`config.mk`:
```
export PLATFORM = sky130hd
export DESIGN_NAME = mfdr_ctrl
export DESIGN_NICKNAME = d
export VERILOG_FILES = /design/src/rtl/core/mfdr_pkg.sv /design/src/rtl/core/mfdr_ctrl.sv
export SDC_FILE = /design/constraint.sdc
export NUM_CORES = 1
export LEC_CHECK = 0
export ABC_AREA = 1
export BUFFER_PORTS_ARGS = -buffer_cell sky130_fd_sc_hd__buf_2
export CAP_MARGIN = 5
export CORE_AREA = 2 2 39 41
export CTS_CLUSTER_DIAMETER = 60
export DETAILED_ROUTE_END_ITERATION = 8
export DIE_AREA = 0 0 41 43
export GPL_TIMING_DRIVEN = 0
export PLACE_DENSITY = 0.4
export SETUP_SLACK_MARGIN = 0.3
export SYNTH_ARGS = -nofsm -noshare
export SYNTH_HDL_FRONTEND = slang
export SYNTH_SLANG_ARGS = --single-unit
```
`constraint.sdc`:
```
create_clock -name i_clk -period 2.2 [get_ports i_clk]
set_input_delay 0.22 -clock i_clk [delete_from_list [all_inputs] [get_ports i_clk]]
set_output_delay 0.22 -clock i_clk [all_outputs]
set_load 0.01 [all_outputs]
```
`src/rtl/core/mfdr_pkg.sv`:
```
// Shared constants and controller/datapath interface types for the FIR block.
package mfdr_pkg;

    localparam int DEF_CHANNELS = 16;
    localparam int DEF_MAX_TAPS = 64;

    localparam int WORD_BITS   = 16;   // raw ADC word
    localparam int VAL_W       = 17;   // offset-corrected sample
    localparam int COEF_W      = 16;   // Q1.15 coefficient
    localparam int ACC_W       = 40;   // exact accumulator
    localparam int CH_FIELD_W  = 4;
    localparam int COEF_IDX_W  = 6;

    // configuration port
    localparam int CFG_IDX_W  = 2;
    localparam int CFG_DATA_W = 16;
    localparam int TAPS_CFG_W = 7;
    localparam int BITS_CFG_W = 5;

    localparam logic [CFG_IDX_W-1:0] CFG_TAP_COUNT   = 2'd0;
    localparam logic [CFG_IDX_W-1:0] CFG_SAMPLE_BITS = 2'd1;
    localparam logic [CFG_IDX_W-1:0] CFG_DC_LEVEL    = 2'd2;

    localparam logic [TAPS_CFG_W-1:0] TAP_COUNT_RST   = 7'd1;
    localparam logic [BITS_CFG_W-1:0] SAMPLE_BITS_RST = 5'd16;

    // controller -> datapath
    typedef struct packed {
        logic clear_step;   // clear one history/coefficient entry
        logic take;         // request accepted this cycle
        logic write;        // store new sample, set up tap walk
        logic issue;        // read one tap pair
        logic emit;         // load output register
    } t_dp_cmd;

    // datapath -> controller
    typedef struct packed {
        logic clear_done;
        logic in_is_sample; // request is a sample on a built channel
        logic last_tap;
        logic pipe_busy;
        logic out_free;
    } t_dp_sts;

endpackage

```
`src/rtl/core/mfdr_ctrl.sv`:
```
// Sequencer for the FIR block: clearing pass, request intake, tap walk, drain.
module mfdr_ctrl (
    input  logic              i_clk,
    input  logic              i_rst_n,
    input  logic              i_in_valid,
    output logic              o_in_ready,
    input  mfdr_pkg::t_dp_sts i_sts,
    output mfdr_pkg::t_dp_cmd o_cmd
);
    import mfdr_pkg::*;

    localparam logic [2:0] S_CLEAR = 3'd0;
    localparam logic [2:0] S_IDLE  = 3'd1;
    localparam logic [2:0] S_WRITE = 3'd2;
    localparam logic [2:0] S_RUN   = 3'd3;
    localparam logic [2:0] S_DRAIN = 3'd4;

    logic [2:0] r_state;
    logic [2:0] n_state;

    always_ff @(posedge i_clk) begin
        if (!i_rst_n) begin
            r_state <= S_CLEAR;
        end else begin
            r_state <= n_state;
        end
    end

    always_comb begin
        n_state    = r_state;
        o_cmd      = '0;
        o_in_ready = (r_state == S_IDLE);
        unique case (r_state)
            S_CLEAR: begin
                o_cmd.clear_step = 1'b1;
                if (i_sts.clear_done) begin
                    n_state = S_IDLE;
                end
            end
            S_IDLE: begin
                if (i_in_valid) begin
                    o_cmd.take = 1'b1;
                    if (i_sts.in_is_sample) begin
                        n_state = S_WRITE;
                    end
                end
            end
            S_WRITE: begin
                o_cmd.write = 1'b1;
                n_state     = S_RUN;
            end
            S_RUN: begin
                o_cmd.issue = 1'b1;
                if (i_sts.last_tap) begin
                    n_state = S_DRAIN;
                end
            end
            S_DRAIN: begin
                if (!i_sts.pipe_busy && i_sts.out_free) begin
                    o_cmd.emit = 1'b1;
                    n_state    = S_IDLE;
                end
            end
            default: begin
                n_state = S_CLEAR;
            end
        endcase
    end

endmodule

```
* Word level (Yosys, flattened, before mapping)
Index checks and enable logic that the tools add are counted.
** Operators by class
- Reduce and logical (&&, ||, !) cells :: 4
- Bitwise operators :: 0
- Order comparisons :: 0
- Add/subtract/negate cells :: 0
- Divide/modulo/power cells :: 0
- Muxes and demuxes :: 13
- Equal/unequal tests :: 9
- Shifts and indexed selects :: 0
- $mul :: 0
** Operators by type and width (number)
- $mux 3 :: 5
- $pmux 3 s5 :: 1
- $ne 2x2->1 const B :: 4
- $mux 1 :: 7
- $eq 3x2->1 const B :: 2
- $reduce_and 5->1 :: 1
- $eq 3x1->1 const B :: 1
- $eq 3x3->1 const B :: 1
- $logic_not 3->1 :: 1
- $ne 2x1->1 const B :: 1
- $logic_and 1x1->1 :: 1
- $logic_not 1->1 :: 1
** Word-level totals
- RAM bits :: 0
- Word-level logic and storage cells :: 27
- Output and inout bits :: 6
- Latch bits :: 0
- Memories kept :: 0
- ROM bits :: 0
- Flip-flop bits (word level) :: 3
- Input port bits :: 8

* Logic depth before layout (Yosys ltp)
- Depth in word-level cells :: 4
- Gate-level depth with buffers :: 8
- Gate-level depth less buffers :: 8

* Worst setup path after synthesis
Ideal clock, no wire load.
- Path type :: register to register
- Start point :: reg r_state[0]
- End point :: reg r_state[1]
- Path buffers :: 0
- Path slack :: 1134 ps
- Setup time :: 114 ps
- Stages on the path, launching flop included :: 8
- Period minus slack after synthesis :: 1066 ps
- Data arrival time :: 952 ps
- Data required time :: 2086 ps
- Cells stage by stage :: dfxtp_1 nand2_1 nor2_2 nand2_2 nand2_2 nor2_4 nor2_1 nor2_2
** Between the ends
- Cells in the longest elaborated chain, start to end :: 3
- Elaborated cells on any way between the ends :: 12
- Classes of those cells :: eq/ne (9); mux (1); reduce/logical (2)
** RTL lines
- start, declared :: RTL line mfdr_ctrl.sv:18 : logic [2:0] r_state;
- start signal, assigned :: RTL line mfdr_ctrl.sv:25 : r_state <= n_state;
- $eq 3x3->1 (tied with other cells) :: RTL line mfdr_ctrl.sv:33 : unique case (r_state)
- $ne 2x2->1 (no line) or $ne 2x1->1 (tied branches)
- $reduce_and 5->1 (no line)
Parallel ways exist; a longest one is shown, timed or not.
A chain may end at the register's enable or synchronous reset.

==> impl_metrics.csv <==
group,metric,value,unit
drt,ant_nets,0,
critical_path,rr_startpoint,"r_state[2]",
layout,flow.area_growth_from_synthesis,42.2,%
yosys,ys_ff_latch,3,
clock_network,clock-sinks,3,
clock_network,cts_buffers,3,
critical_path,start_kind,"flip-flop",
clock_network,clock_insertion_delay_worst_skew,0.23,ns
critical_path,timing.setup.critical_path_class,"flip-flop to primary output",
clock_network,cts_max_level,1,
sta,timing.final.crit_period,1.33,ns
critical_path,worst_setup_path_end_kind,"primary output",
yosys,yosysUniqueCellTypes,12,
layout,fill_cells,168,
sta,slew_headroom,80.7,%
drt,first_iter_violations,2,
critical_path,worst-endpoint-required,1.98,ns
clock_network,cts.clk_slew.worst_paths,0.04,ns
drt,first_pass_iters,4,
drt,drt-wirelength-per-cell,7.24,um
sta,hold_ws,0.245,ns
power_and_ir_drop,powerDensity,1440,nW/um^2
global_route,grt_max_degree,8,
critical_path,crit_path_end,"o_cmd[0]",
placed_design,detailedPlace.worstSlack,1.06,ns
job,maxCapViolCount,0,
drt,via_count,284,
global_route,grt_use_total,8.12,%
yosys,post_synth_inst_count,45,
floorplan,die-area,1760,sq um
critical_path,worstReg2RegEnd,"r_state[1]",
layout,drive_gt1_share,45.2,%
sta,finalClockSkew,0.00303,ns
sta,final_worst_path_setup_slack,0.871,ns
critical_path,worst-r2r-cell-count,7,
yosys,synth_top_area_share,22.7,%
global_route,first_pass_grt_wire_length,924,um
yosys,synth.cell_area,264,sq um
clock_network,cts-hold-fix-buffers,0,
layout,multi_input_comb_area,166,sq um
drt,drt-vias-per-instance,3.64,
layout,final_nets,71,
critical_path,crit_arrival,1.11,ns
floorplan,initial_core_util,19.1,%
layout,antennaDiodeCount,0,
clock_network,ctsLongestPathBuffers,2,
clock_network,cts_root_buffer,"sky130_fd_sc_hd__clkbuf_4",
hold_path,holdCritPathClass,"primary input to flip-flop",
power_and_ir_drop,leakagePower,0.226,nW
floorplan,floorplan_row_count,14,
placed_design,hpwlAfterDp,479,um
layout,largest_register_ffs,3,
sta,timing.fmax,753,MHz
drt,count_of_unresolved_drc_violations_after_routing,0,
layout,top_register,"r_state",
floorplan,chipWidth,41,um
yosys,synth-seq-area-share,22.7,%
placed_design,portBuffers,13,
critical_path,worstPathMaxFanout,7,
floorplan,die-height,43,um
clock_network,number_of_instances_resized_during_post_cts_repair,0,
power_and_ir_drop,max-vdd-ir-drop,0.000364,V
placed_design,place_congestion,0.670,
yosys,yosys_warnings,0,
hold_path,min_from,"i_rst_n",
floorplan,placeableCoreArea,1380,sq um
sta,worst-slew-pin-transition,0.289,ns
critical_path,reg2reg_setup_slack,1.07,ns
global_route,grt_overflow_total,0,
yosys,synth_area_per_cell,5.87,sq um
sta,report.final.hold_viol_count,0,
yosys,synth_area_leader_cell,"sky130_fd_sc_hd__dfxtp_1",
clock_network,clock_tree_from_tritoncts,"done",
drt,postRouteWirelength,565,um
layout,reg_top3,"r_state: 3 flops",
sta,setup_viol,0,
sta,rsz_0062_raised_after_global_routing,"false",
global_route,grt_antenna_before_repair,0,
sta,setup_total_negative_slack,0,ns
sta,finalCritPeriodShare,60.4,%
sta,report.final.slew_viol_count,0,
run_status,status,"complete, no violations",
global_route,number_of_global_route_vias_before_repair,251,
yosys,synth_area_leaders,"sky130_fd_sc_hd__dfxtp_1, sky130_fd_sc_hd__nand2_1, sky130_fd_sc_hd__inv_1",
floorplan,num_io_pins,14,
critical_path,crit_start,"r_state[2]",
layout,layout.area.seq,60.1,sq um
layout,fin_area,375,sq um
placed_design,placement.cell_area,349,sq um
yosys,synthesis.nets,53,
clock_network,cts_post_setup_buffers_inserted,0,
[Yosys cell counts]
master and count:
sky130_fd_sc_hd__nand2_1 11, sky130_fd_sc_hd__inv_1 9, sky130_fd_sc_hd__nor2_1 8, sky130_fd_sc_hd__nor2_2 4, sky130_fd_sc_hd__dfxtp_1 3, sky130_fd_sc_hd__nand2_2 3
sky130_fd_sc_hd__nand3_2 2, sky130_fd_sc_hd__inv_2 1, sky130_fd_sc_hd__nand3_1 1, sky130_fd_sc_hd__nor2_4 1, sky130_fd_sc_hd__nor3_1 1, sky130_fd_sc_hd__nor3_2 1
[logic make-up (layout without fill, tap and decap cells)]
kind of cell	count (synthesis)	in the layout	synth area share [%]
simple gates	32	32	63.0
flops	3	3	22.7
buf+inv	10	27	14.2
[where the power goes]
group	switching (mW)	internal (mW)	leakage [nW]	total [mW]
sequential	0.0403	0.0811	0.0249	0.121
clock	0.0272	0.0679	0.0150	0.0951
combinational	0.198	0.126	0.187	0.324
[placed cells by master (no fill, tap or decap), drive strengths merged]
cell / n
clkbuf: 4
nand2: 14
inv: 10
buf: 13
dfxtp: 3
nor3: 2
nand3: 3
nor2: 13
[cell type report]
| class | instances | area share (%) |
|---|---|---|
| multi-input combinational | 32 | 44.3 |
| timing repair buffer | 13 | 17.3 |
| sequential | 3 | 16.0 |
| inverter | 10 | 10.0 |
| clock buffer | 4 | 7.00 |
| tap | 16 | 5.33 |
[layer usage]
metal  global-route usage [%]  wire length, um  share of wire [%]
met2                     11.3              275                 49
met4                     8.00                0                  0
met5                        0                0                  0
met1                     8.63              233                 41
met3                     3.14               56                9.9
[stage by stage]
| step | cells | power (mW) | util (%) |
|---|---|---|---|
| floorplan | 45 | 0.368 | - |
| global placement | 74 | 0.451 | 25.2 |
| detailed placement | 74 | 0.454 | 25.2 |
| CTS | 78 | 0.555 | 27.1 |
| global route | 78 | 0.612 | 27.1 |
| finish | 78 | 0.540 | 27.1 |
[critical path, cell delays in order (launching register included)]
cell	delay, ns
sky130_fd_sc_hd__dfxtp_1	0.48
sky130_fd_sc_hd__inv_2	0.07
sky130_fd_sc_hd__nor3_1	0.18
sky130_fd_sc_hd__buf_2	0.15
[worst min-delay path by stage]
stage	cells past startpoint	slack, ns	to
final	3	0.25	r_state[2]
after global routing	3	0.24	r_state[2]
after CTS	3	0.24	r_state[2]
after detailed placement	3	0.49	r_state[2]
after global placement	3	0.48	r_state[2]
after floorplan	2	0.34	r_state[2]
No activity file was read; power rests on OpenSTA's default activity.
